**src/rtl/core/hdu_pkg.sv**
```systemverilog
`timescale 1ns / 1ps
// ----------------------------------------------------------------------------
// hdu_pkg : shared types and constants of the half-duplex 8N1 uart
// Operation codes, transceiver modes, configuration indexes and the result
// record passed from the bit engine to the output stage.
// ----------------------------------------------------------------------------
package hdu_pkg;

	// request codes carried by the op field
	typedef enum logic [1:0] {
		OP_TICK = 2'd0,
		OP_SEND = 2'd1,
		OP_RECV = 2'd2,
		OP_RSVD = 2'd3
	} op_t;

	// transceiver modes
	typedef enum logic [1:0] {
		MODE_IDLE    = 2'd0,
		MODE_TX      = 2'd1,
		MODE_RX_WAIT = 2'd2,
		MODE_RX_DATA = 2'd3
	} mode_t;

	// configuration register indexes
	localparam logic CFG_HALF_BIT_TICKS   = 1'b0;
	localparam logic CFG_RX_TIMEOUT_TICKS = 1'b1;

	localparam logic [15:0] HALF_BIT_TICKS_RST   = 16'd69;
	localparam logic [15:0] RX_TIMEOUT_TICKS_RST = 16'hffff;

	// frame geometry in half-bits
	localparam logic [4:0] FRAME_HALF_BITS = 5'd20;
	localparam logic [4:0] STOP_HALF_BIT   = 5'd18;
	localparam logic [4:0] FIRST_SAMPLE_HB = 5'd3;
	localparam logic [4:0] LAST_SAMPLE_HB  = 5'd17;

	localparam logic [7:0] FRAMING_ERROR_BYTE = 8'd62;

	// one result of a tick
	typedef struct packed {
		logic       tx_line;
		logic       busy_res;
		logic       rx_done;
		logic [7:0] rx_byte;
		logic       frame_error;
		logic       timed_out;
	} result_t;

endpackage

```
**src/rtl/core/half_duplex_uart_8n1.sv**
```systemverilog
`timescale 1ns / 1ps
// ----------------------------------------------------------------------------
// half_duplex_uart_8n1 : half-duplex 8N1 uart on a half-bit tick timer
// Each accepted tick's result is registered in the output stage.
// Throughput: one tick per cycle; a two-entry output stage keeps taking
// ticks while one result waits, and stalls input only when both are full.
// Reset: asynchronous, active low; engine line high, timing regs at defaults.
// ----------------------------------------------------------------------------
module half_duplex_uart_8n1
	import hdu_pkg::*;
(
	input  logic        clk,
	input  logic        arst_n,
	// configuration
	input  logic        cfg_we,
	input  logic        cfg_idx,
	input  logic [15:0] cfg_wdata,
	// input tick channel
	input  logic        in_valid,
	output logic        in_ready,
	input  logic [1:0]  op,
	input  logic [7:0]  tx_byte,
	input  logic        rx_line,
	// result channel
	output logic        out_valid,
	input  logic        out_ready,
	output logic        tx_line,
	output logic        busy_res,
	output logic        rx_done,
	output logic [7:0]  rx_byte,
	output logic        frame_error,
	output logic        timed_out
);

	logic [15:0] half_bit_ticks_q;
	logic [15:0] rx_timeout_ticks_q;
	result_t     res;
	result_t     out_q, skid_q;
	logic        out_valid_q, skid_valid_q;
	logic        in_xfer, out_xfer, out_free;

	assign in_ready = !skid_valid_q;
	assign in_xfer  = in_valid && in_ready;
	assign out_xfer = out_valid_q && out_ready;
	assign out_free = !out_valid_q || out_ready;

	// configuration registers
	always_ff @(posedge clk or negedge arst_n) begin
		if (!arst_n) begin
			half_bit_ticks_q   <= HALF_BIT_TICKS_RST;
			rx_timeout_ticks_q <= RX_TIMEOUT_TICKS_RST;
		end else if (cfg_we) begin
			if (cfg_idx == CFG_HALF_BIT_TICKS) begin
				half_bit_ticks_q <= cfg_wdata;
			end else begin
				rx_timeout_ticks_q <= cfg_wdata;
			end
		end
	end

	hdu_engine u_engine (
		.clk              (clk),
		.arst_n           (arst_n),
		.accept           (in_xfer),
		.op               (op),
		.tx_byte          (tx_byte),
		.rx_line          (rx_line),
		.half_bit_ticks   (half_bit_ticks_q),
		.rx_timeout_ticks (rx_timeout_ticks_q),
		.res              (res)
	);

	// output stage valid flags
	always_ff @(posedge clk or negedge arst_n) begin
		if (!arst_n) begin
			out_valid_q  <= 1'b0;
			skid_valid_q <= 1'b0;
		end else if (out_free) begin
			if (skid_valid_q) begin
				out_valid_q  <= 1'b1;
				skid_valid_q <= in_xfer;
			end else begin
				out_valid_q  <= in_xfer;
			end
		end else if (in_xfer) begin
			skid_valid_q <= 1'b1;
		end
	end

	// output stage payload
	always_ff @(posedge clk) begin
		if (out_free) begin
			if (skid_valid_q) begin
				out_q <= skid_q;
				if (in_xfer) begin
					skid_q <= res;
				end
			end else if (in_xfer) begin
				out_q <= res;
			end
		end else if (in_xfer) begin
			skid_q <= res;
		end
	end

	assign out_valid   = out_valid_q;
	assign tx_line     = out_q.tx_line;
	assign busy_res    = out_q.busy_res;
	assign rx_done     = out_q.rx_done;
	assign rx_byte     = out_q.rx_byte;
	assign frame_error = out_q.frame_error;
	assign timed_out   = out_q.timed_out;

	// skid entry only holds a result behind a waiting one
	a_skid_behind_out: assert property (@(posedge clk) disable iff (!arst_n)
		skid_valid_q |-> out_valid_q)
		else $error("skid entry valid with empty output register");

	// a finished receive is never reported as still busy
	a_done_not_busy: assert property (@(posedge clk) disable iff (!arst_n)
		(out_valid && rx_done) |-> !busy_res)
		else $error("receive finished while busy");

	// framing error carries the marker byte and ends a receive
	a_ferr_byte: assert property (@(posedge clk) disable iff (!arst_n)
		(out_valid && frame_error) |-> (rx_done && (rx_byte == FRAMING_ERROR_BYTE)
			&& !timed_out))
		else $error("framing error without marker byte");

	// timeout gives an empty byte and ends a receive
	a_timeout_byte: assert property (@(posedge clk) disable iff (!arst_n)
		(out_valid && timed_out) |-> (rx_done && (rx_byte == 8'd0)))
		else $error("timeout with non-zero byte");

endmodule

```
**src/rtl/core/hdu_engine.sv**
```systemverilog
`timescale 1ns / 1ps
// ----------------------------------------------------------------------------
// hdu_engine : bit engine of the half-duplex 8N1 uart
// Holds the transceiver state, works out the next state and the result of
// the presented tick, and commits the state on each input transfer.
// ----------------------------------------------------------------------------
module hdu_engine
	import hdu_pkg::*;
(
	input  logic        clk,
	input  logic        arst_n,
	input  logic        accept,
	input  logic [1:0]  op,
	input  logic [7:0]  tx_byte,
	input  logic        rx_line,
	input  logic [15:0] half_bit_ticks,
	input  logic [15:0] rx_timeout_ticks,
	output result_t     res
);

	mode_t       mode_q,       mode_d;
	logic [15:0] tick_count_q, tick_count_d;
	logic [4:0]  half_bits_q,  half_bits_d;
	logic [2:0]  bit_index_q,  bit_index_d;
	logic [7:0]  shift_byte_q, shift_byte_d;
	logic [15:0] wait_count_q, wait_count_d;
	logic        line_out_q,   line_out_d;

	logic [15:0] tick_inc;
	logic        hb_end;
	logic [4:0]  hb_inc;
	logic [15:0] wait_inc;
	logic        done, ferr, tout;
	logic [7:0]  byte_res;

	// half-bit timer
	always_comb begin
		tick_inc = tick_count_q + 16'd1;
		hb_end   = (tick_inc >= half_bit_ticks) || (tick_inc == 16'd0);
		hb_inc   = half_bits_q + 5'd1;
		wait_inc = wait_count_q + 16'd1;
	end

	// next state and result
	always_comb begin
		mode_d       = mode_q;
		tick_count_d = tick_count_q;
		half_bits_d  = half_bits_q;
		bit_index_d  = bit_index_q;
		shift_byte_d = shift_byte_q;
		wait_count_d = wait_count_q;
		line_out_d   = line_out_q;
		done         = 1'b0;
		ferr         = 1'b0;
		tout         = 1'b0;
		byte_res     = 8'd0;
		case (mode_q)
			MODE_IDLE: begin
				if (op == OP_SEND) begin
					mode_d       = MODE_TX;
					shift_byte_d = tx_byte;
					line_out_d   = 1'b0;
					tick_count_d = 16'd0;
					half_bits_d  = 5'd0;
					bit_index_d  = 3'd0;
				end else if (op == OP_RECV) begin
					mode_d       = MODE_RX_WAIT;
					wait_count_d = 16'd0;
				end
			end
			MODE_TX: begin
				tick_count_d = hb_end ? 16'd0 : tick_inc;
				if (hb_end) begin
					half_bits_d = hb_inc;
					if (!hb_inc[0]) begin
						if (hb_inc >= FRAME_HALF_BITS) begin
							mode_d     = MODE_IDLE;
							line_out_d = 1'b1;
						end else if (hb_inc == STOP_HALF_BIT) begin
							line_out_d = 1'b1;
						end else begin
							line_out_d  = shift_byte_q[bit_index_q];
							bit_index_d = bit_index_q + 3'd1;
						end
					end
				end
			end
			MODE_RX_WAIT: begin
				if (!rx_line) begin
					mode_d       = MODE_RX_DATA;
					tick_count_d = 16'd0;
					half_bits_d  = 5'd0;
					bit_index_d  = 3'd0;
					shift_byte_d = 8'd0;
				end else begin
					wait_count_d = wait_inc;
					if ((wait_inc >= rx_timeout_ticks) || (wait_inc == 16'd0)) begin
						mode_d = MODE_IDLE;
						done   = 1'b1;
						tout   = 1'b1;
					end
				end
			end
			MODE_RX_DATA: begin
				tick_count_d = hb_end ? 16'd0 : tick_inc;
				if (hb_end) begin
					half_bits_d = hb_inc;
					if (hb_inc >= FRAME_HALF_BITS) begin
						mode_d = MODE_IDLE;
						done   = 1'b1;
						if (!rx_line) begin
							ferr     = 1'b1;
							byte_res = FRAMING_ERROR_BYTE;
						end else begin
							byte_res = shift_byte_q;
						end
					end else if (hb_inc[0] && (hb_inc >= FIRST_SAMPLE_HB)
							&& (hb_inc <= LAST_SAMPLE_HB)) begin
						shift_byte_d[bit_index_q] = shift_byte_q[bit_index_q] | rx_line;
						bit_index_d = bit_index_q + 3'd1;
					end
				end
			end
			default: begin
				mode_d = MODE_IDLE;
			end
		endcase

		res.tx_line     = line_out_d;
		res.busy_res    = (mode_d != MODE_IDLE);
		res.rx_done     = done;
		res.rx_byte     = byte_res;
		res.frame_error = ferr;
		res.timed_out   = tout;
	end

	// state register, committed on each input transfer
	always_ff @(posedge clk or negedge arst_n) begin
		if (!arst_n) begin
			mode_q       <= MODE_IDLE;
			tick_count_q <= 16'd0;
			half_bits_q  <= 5'd0;
			bit_index_q  <= 3'd0;
			shift_byte_q <= 8'd0;
			wait_count_q <= 16'd0;
			line_out_q   <= 1'b1;
		end else if (accept) begin
			mode_q       <= mode_d;
			tick_count_q <= tick_count_d;
			half_bits_q  <= half_bits_d;
			bit_index_q  <= bit_index_d;
			shift_byte_q <= shift_byte_d;
			wait_count_q <= wait_count_d;
			line_out_q   <= line_out_d;
		end
	end

endmodule
```
**config.mk**
```make
export PLATFORM = sky130hd
export DESIGN_NAME = half_duplex_uart_8n1
export DESIGN_NICKNAME = d
export VERILOG_FILES = /design/src/rtl/core/hdu_pkg.sv /design/src/rtl/core/half_duplex_uart_8n1.sv /design/src/rtl/core/hdu_engine.sv
export SDC_FILE = /design/constraint.sdc
export NUM_CORES = 1
export LEC_CHECK = 0
export BUFFER_PORTS_ARGS = -buffer_cell sky130_fd_sc_hd__buf_2
export CAP_MARGIN = 25
export CORE_MARGIN = 2
export CORE_UTILIZATION = 45
export DETAILED_ROUTE_END_ITERATION = 8
export PLACE_DENSITY_LB_ADDON = 0.1
export SLEW_MARGIN = 15
export SYNTH_ARGS = -nofsm -noshare
export SYNTH_HDL_FRONTEND = slang
export SYNTH_HIERARCHICAL = 1
export SYNTH_SLANG_ARGS = --single-unit
export TNS_END_PERCENT = 10
```
**constraint.sdc**
```tcl
create_clock -name clk -period 5.2 [get_ports clk]
set_clock_uncertainty 0.05 [all_clocks]
set_input_delay 0.78 -clock clk [delete_from_list [all_inputs] [get_ports clk]]
set_output_delay 0.78 -clock clk [all_outputs]
set_load 0.1 [all_outputs]
```
# ---- Word level (Yosys, flattened, before mapping)
# Index checks and enable logic that the tools add are counted.
dict set report word_totals {
  register_bits 111
  in_bits 33
  out_inout_bits 15
  wordCells 153
}
dict set report op_classes {
  addsub 4
  order_cmp 7
  n_eq_ne 20
  mux 71
  bitwise_logic 2
  n_reduce_logical 26
}
# op n
set op_table {}
lappend op_table {{2-to-1 mux 16 bit} 6}
lappend op_table {{2-to-1 mux 8 bit} 9}
lappend op_table {{2-to-1 mux 13 bit} 5}
lappend op_table {{one-hot mux 16 bit (3 select lines)} 1}
lappend op_table {{adder 16 x 1 -> 16 bit, second input constant} 2}
lappend op_table {{>= comparator 16 bit} 2}
lappend op_table {{logical NOT 16 bit} 2}
lappend op_table {{one-hot mux 16 bit (2 select lines)} 1}
lappend op_table {{2-to-1 mux 3 bit} 9}
lappend op_table {{one-hot mux 8 bit (3 select lines)} 1}
lappend op_table {{2-to-1 mux 1 bit} 20}
lappend op_table {{2-to-1 mux 2 bit} 8}
lappend op_table {{inequality test 2 bit, second input constant} 8}
lappend op_table {{2-to-1 mux 5 bit} 3}
lappend op_table {{one-hot mux 5 bit (3 select lines)} 1}
lappend op_table {{inequality test 2 x 1 -> 1 bit, second input constant} 6}
lappend op_table {{one-hot mux 3 bit (4 select lines)} 1}
lappend op_table {{AND reduction 10 bit} 1}
lappend op_table {{bitwise mux 8 bit} 1}
lappend op_table {{one-hot mux 2 bit (4 select lines)} 1}
lappend op_table {{nonzero test 2 bit} 4}
lappend op_table {{AND reduction 7 bit} 1}
lappend op_table {{equality test 2 bit, second input constant} 3}
lappend op_table {{AND reduction 2 bit} 3}
lappend op_table {{other kinds (23)} 31}

# ---- Logic depth before layout (Yosys ltp)
dict set report logic_depth {
  ltp_word 10
  mapped_depth 18
  mapped_depth_nobuf 14
}

# ---- Modules after synthesis
# Netlist, hierarchy kept.
# mod n_inst cells_per_inst area_per_inst_um2 seq_area_each_um2
set modules_own_cells {}
lappend modules_own_cells {hdu_engine 1 575 4787.1 1277.5}
lappend modules_own_cells {half_duplex_uart_8n1 1 120 2299.7 1655.3}

# ---- Least setup slack after synthesis
# Ideal clock, no wire load.
dict set report synth_path {
  kind {flip-flop to flip-flop}
  from {register u_engine.wait_count_q[0]}
  to {register out_q, in the netlist rx_done (data pin)}
  setup_ns 0.260
  arrival_ns 3.351
  required_time_ns 4.890
  path_slack_ns 1.539
  stages_incl_launch_ff 15
  n_path_buf 2
  synth_period_minus_slack_ns 3.661
  cell_sequence {dfrtp_1 -> ha_1 -> clkbuf_1 -> nand4_1 -> nor2_1 -> and3_1 -> xor2_1 -> ha_1 -> a21o_1 -> a221o_1 -> a22o_1 -> nor3_1 -> o31ai_1 -> buf_4 -> mux2_2}
}
dict set report synth_via {
  elab_chain_cells 8
  word_cells_on_any_way 9
  classes_between {add/sub (1); order compare (1); mux (5); reduce/logical (2)}
}
# item line_no
set synth_rtl {}
lappend synth_rtl {{from (decl)} hdu_engine.sv:26} ;# logic [15:0] wait_count_q, wait_count_d;
lappend synth_rtl {{from (signal assigned)} hdu_engine.sv:153} ;# wait_count_q <= wait_count_d;
lappend synth_rtl {{adder 16 x 1 -> 16 bit *} hdu_engine.sv:41} ;# wait_inc = wait_count_q + 16'd1;
lappend synth_rtl {{>= comparator 16 bit or logical NOT 16 bit (tied branches)} hdu_engine.sv:97} ;# if ((wait_inc >= rx_timeout_ticks) || (wait_inc == 16'd0)) begin
lappend synth_rtl {{logical OR 1 bit *} hdu_engine.sv:97}
lappend synth_rtl {{2-to-1 mux 1 bit *} hdu_engine.sv:97}
lappend synth_rtl {{2-to-1 mux 1 bit *} hdu_engine.sv:89} ;# if (!rx_line) begin
lappend synth_rtl {{one-hot mux 1 bit (2 select lines) *} hdu_engine.sv:57} ;# case (mode_q)
lappend synth_rtl {{via u_engine.done} hdu_engine.sv:33} ;# logic done, ferr, tout;
lappend synth_rtl {{2-to-1 mux 13 bit *} half_duplex_uart_8n1.sv:98} ;# end else if (in_xfer) begin
lappend synth_rtl {{2-to-1 mux 13 bit *} half_duplex_uart_8n1.sv:93} ;# if (skid_valid_q) begin
lappend synth_rtl {{to (signal assigned)} half_duplex_uart_8n1.sv:94} ;# out_q <= skid_q;
lappend synth_rtl {{to (signal assigned)} half_duplex_uart_8n1.sv:99} ;# out_q <= res;
lappend synth_rtl {{to (decl)} half_duplex_uart_8n1.sv:38} ;# result_t out_q, skid_q;
# The timed path passes the listed nets; every way through them passes the cells marked *. The select of a mux whose other input is x is not followed.
# A chain may end at the register's enable or synchronous reset.

# ---- Worst setup path after layout
dict set report layout_path {
  from {register u_engine.tick_count_q[0]}
  to {register u_engine.tick_count_q[2]}
}
dict set report layout_via {
  elab_chain_cells 5
  word_cells_on_any_way 6
  classes_between {add/sub (1); order compare (1); mux (2); reduce/logical (2)}
}
# item line_no
set layout_rtl {}
lappend layout_rtl {{from (decl)} hdu_engine.sv:22} ;# logic [15:0] tick_count_q, tick_count_d;
lappend layout_rtl {{from (signal assigned)} hdu_engine.sv:149} ;# tick_count_q <= tick_count_d;
lappend layout_rtl {{adder 16 x 1 -> 16 bit *} hdu_engine.sv:38} ;# tick_inc = tick_count_q + 16'd1;
lappend layout_rtl {{>= comparator 16 bit or logical NOT 16 bit (tied branches)} hdu_engine.sv:39} ;# hb_end = (tick_inc >= half_bit_ticks) || (tick_inc == 16'd0);
lappend layout_rtl {{logical OR 1 bit} hdu_engine.sv:39}
lappend layout_rtl {{2-to-1 mux 16 bit *} {hdu_engine.sv:72, hdu_engine.sv:105}}
lappend layout_rtl {{one-hot mux 16 bit (3 select lines) *} hdu_engine.sv:57}
# Every way passes the cells marked *; elsewhere a longest branch is shown, timed or not.

==> results.md <==
- Max-capacitance violation count: 0
- CTS resizes: 0
- Final layout net count: 782
- Final setup margin: ~0.73 ns
- Fmax: between 200 and 250 MHz
- Pre-CTS worst setup slack: ~0.83 ns
- R2R Path End: u_engine/tick_count_q[2]
- Power Dens Cells: approximately 360 nW/um2
- CP Data Required Time: about 5.4 ns
- Antenna violations before repair: 0
- Skew-Pair Late Insertion Delay: 0.36 ns
- Worst setup path category: reg -> reg
- Initial Util: between 40% and 50%
- Crit end category: flip-flop
- Clock buffer depth: 2
- Min Tclk post-route: around 4.5 ns
- H-tree Lvls: 3
- Root Buffer: clkbuf_16
- Worst-path maximum fanout: 17
- Core box area: about 15,000 um2
- # diodes: 0
- Reg2Reg Setup Slack: slightly above 0.7 ns
- Top Family by Delay on Critical Path: compound AO/OA/AOI/OAI gates
- DP Area: roughly 7400 um2
- Finished Cell Area: roughly 7700 um2
- Detailed Routing Iterations Pass 1: 5
- Drt initial violations: 335
- Final cell count without fillers: 924
- CP Buf/Inv Count: 1
- Vias in the first global route: about 5,400
- Outcome: finished clean
- DIE AREA: between 15,000 and 20,000 um2
- Setup TNS: 0 ns
- Final hold slack: between 0.3 and 0.4 ns
- Main flop type after synthesis: dfrtp_1
- Post-layout utilization of the core: roughly 50%
- Die width: 129 um
- Largest net degree at the start of global routing: 48
- Avg Cell Area, Syn: between 10 and 15 um2
- Main combinational cell family by area after synthesis: compound AO/OA/AOI/OAI gates
- Crit start category: flip-flop
- Flip-flop and latch count after synthesis: between 100 and 150
- Detailed placement HPWL: around 12 mm
- GPL Wtd Cong: between 0.8 and 0.9
- Hold violation count in the final report: 0
- Global route overflow: 0
- WL/cell: between 15 and 20 um
- Row cnt: 45
- Crit path top cell by count: nor2_1
- Worst hold path class: in -> async
- Residual DRC: 0
- Tot Pwr: 2.79 mW
- DR vias: ~5,400
- IO Port Bufs: 47
- Post-CTS Setup Inserts: 0
- Clk sinks: about 110
- FF-to-FF Start: u_engine/tick_count_q[0]
- WP data arrival: about 4.7 ns
- Register area share after synthesis: around two fifths
- # hold bufs at CTS: 0
- Syn_nets: a little under 800
- I/O pin count: between 40 and 50
- Total track usage: approximately 20%
- Most frequent cells in the layout: dfrtp_1, inv_1, nand2_1
- Vias/cell: between 5 and 6
- Unique masters post-synth: between 70 and 80
- Worst-margin pin slew: about 0.96 ns
- Cell taking the most area after synthesis: dfrtp_1
- Slew Limit Fails: 0
- CTS clk-pin slew, worst paths: roughly 0.080 ns
- Dominant cells by area after synthesis: dfrtp_1, edfxtp_1, dfstp_2
- Commonest non-fill, non-tap cell in the layout: dfrtp_1
- Slew headroom: 35.8%
- Compound-Gate Fraction of Synth Area: about 16%
- CP Cell Sequence: ha_1 -> nand2_1 -> nor2_1 -> nand4_1 -> xnor2_1 -> ha_1 -> o2111ai_1 -> nor2_1 -> a221oi_1 -> o21ai_0 -> a41o_1 -> buf_4 -> nor2_1 -> a31o_2
- CTS tree: done
- Synth Area in Adders: roughly 7.2%
- Tcrit/Tclk final: 86.0%
- VDD IR-drop max: ~0.20 mV
- Placed cell count: a little over 900
- Post-synth top area share: between 20% and 30%
- Leak Pwr: around 3.5 nW
- Worst r2r path cells: 14
- CP max-delay cell: nor2_1
- CP Depth: 14
- Ys async rst share: between 70 and 80%
- First-pass GRT wire length: between 20 and 30 mm
- # setup viols final: 0
- Max stage delay on crit path: 0.68 ns
- Unrepaired setup endpoints after global routing: false
- Xor and xnor fraction of the mapped netlist area: between 4 and 5%
- Mapped cell area: approximately 7000 um2
- DIE HEIGHT: approximately 130 um
- Mux cell area share after synthesis: ~8.7%
- Post-synth EDFFs: 26
- Syn. warnings: 6
- Num CTS Buffers: 9
- Routed WL: 16.5 mm
- Share of cells above drive strength 1: between 20% and 30%
- Post-Synth Simple-Gate Area: 15.8%
- Syn-to-layout area delta: 8.21%
- ANT nets after route: 0
- Post-Syn Instances: 695
[kinds of logic after synthesis]
| kind of cell | Yosys count |
|---|---|
| buf+inv | 99 |
| fa+ha+maj | 41 |
| simple gates | 204 |
| xor+xnor | 32 |
| compound gates | 156 |
| flops | 111 |
| mux | 52 |
[synthesized netlist by cell type (all sizes together), types with 6 or more instances]
master and instances:
dfrtp 65, inv 48, nand2 48, mux2 46, ha 41, nor2 35
o21ai 28, clkbuf 26, edfxtp 26, buf 25, a21oi 23, a22o 22
nand3 21, xnor2 21, dfstp 20, nand4 20, nand2b 12, and3 11
nor3 11, xor2 11, o31ai 10, nor2b 9, a21o 7, and4 7
o221a 7, a31oi 6, mux2i 6
[final cells by class]
type                       instances  area (um2)
sequential                       111        2930
timing repair buffer              53         283
clock inverter                     6        56.3
multi-input combinational        485        3700
fill                            1468        7650
clock buffer                      10         250
tap                              211         264
inverter                          48         180
[layer usage]
layer | global-route usage (%) | up-vias | routed length, um
met5 | 0 | - | 0
met4 | 7.59 | 0 | 437
met3 | 3.47 | 31 | 612
met2 | 33.5 | 128 | 7680
met1 | 27.7 | 2633 | 7720
li1 | - | 2580 | -
[report_power, final]
part	switching (mW)	internal [mW]	total, mW
Clock	0.356	0.367	0.724
Sequential	0.179	1.02	1.20
Combinational	0.515	0.352	0.867
[worst max path at each step]
| stage | from | endpoint | slack, ns |
|---|---|---|---|
| after floorplan | u_engine/wait_count_q[0] | rx_done | 1.54 |
| after global placement | u_engine/tick_count_q[0] | u_engine/tick_count_q[2] | 0.99 |
| after detailed placement | u_engine/tick_count_q[0] | u_engine/tick_count_q[2] | 0.83 |
| after CTS | u_engine/tick_count_q[0] | u_engine/tick_count_q[2] | 0.80 |
| after global routing | u_engine/tick_count_q[0] | u_engine/tick_count_q[2] | 0.35 |
| final | u_engine/tick_count_q[0] | u_engine/tick_count_q[2] | 0.73 |
[flip-flops by register name (all words and copies together) (netlist names)]
name                   cells
half_bit_ticks_q          16
u_engine/half_bits_q       5
rx_timeout_ticks_q        16
timed_out                  1
out_valid                  1
skid_valid_q               1
u_engine/bit_index_q       3
frame_error                1
u_engine/mode_q            2
busy_res                   1
u_engine/wait_count_q     16
u_engine/line_out_q        1
tx_line                    1
u_engine/tick_count_q     16
skid_q                    13
rx_byte                    8
u_engine/shift_byte_q      8
rx_done                    1
Power figures use the tool's default switching activity.
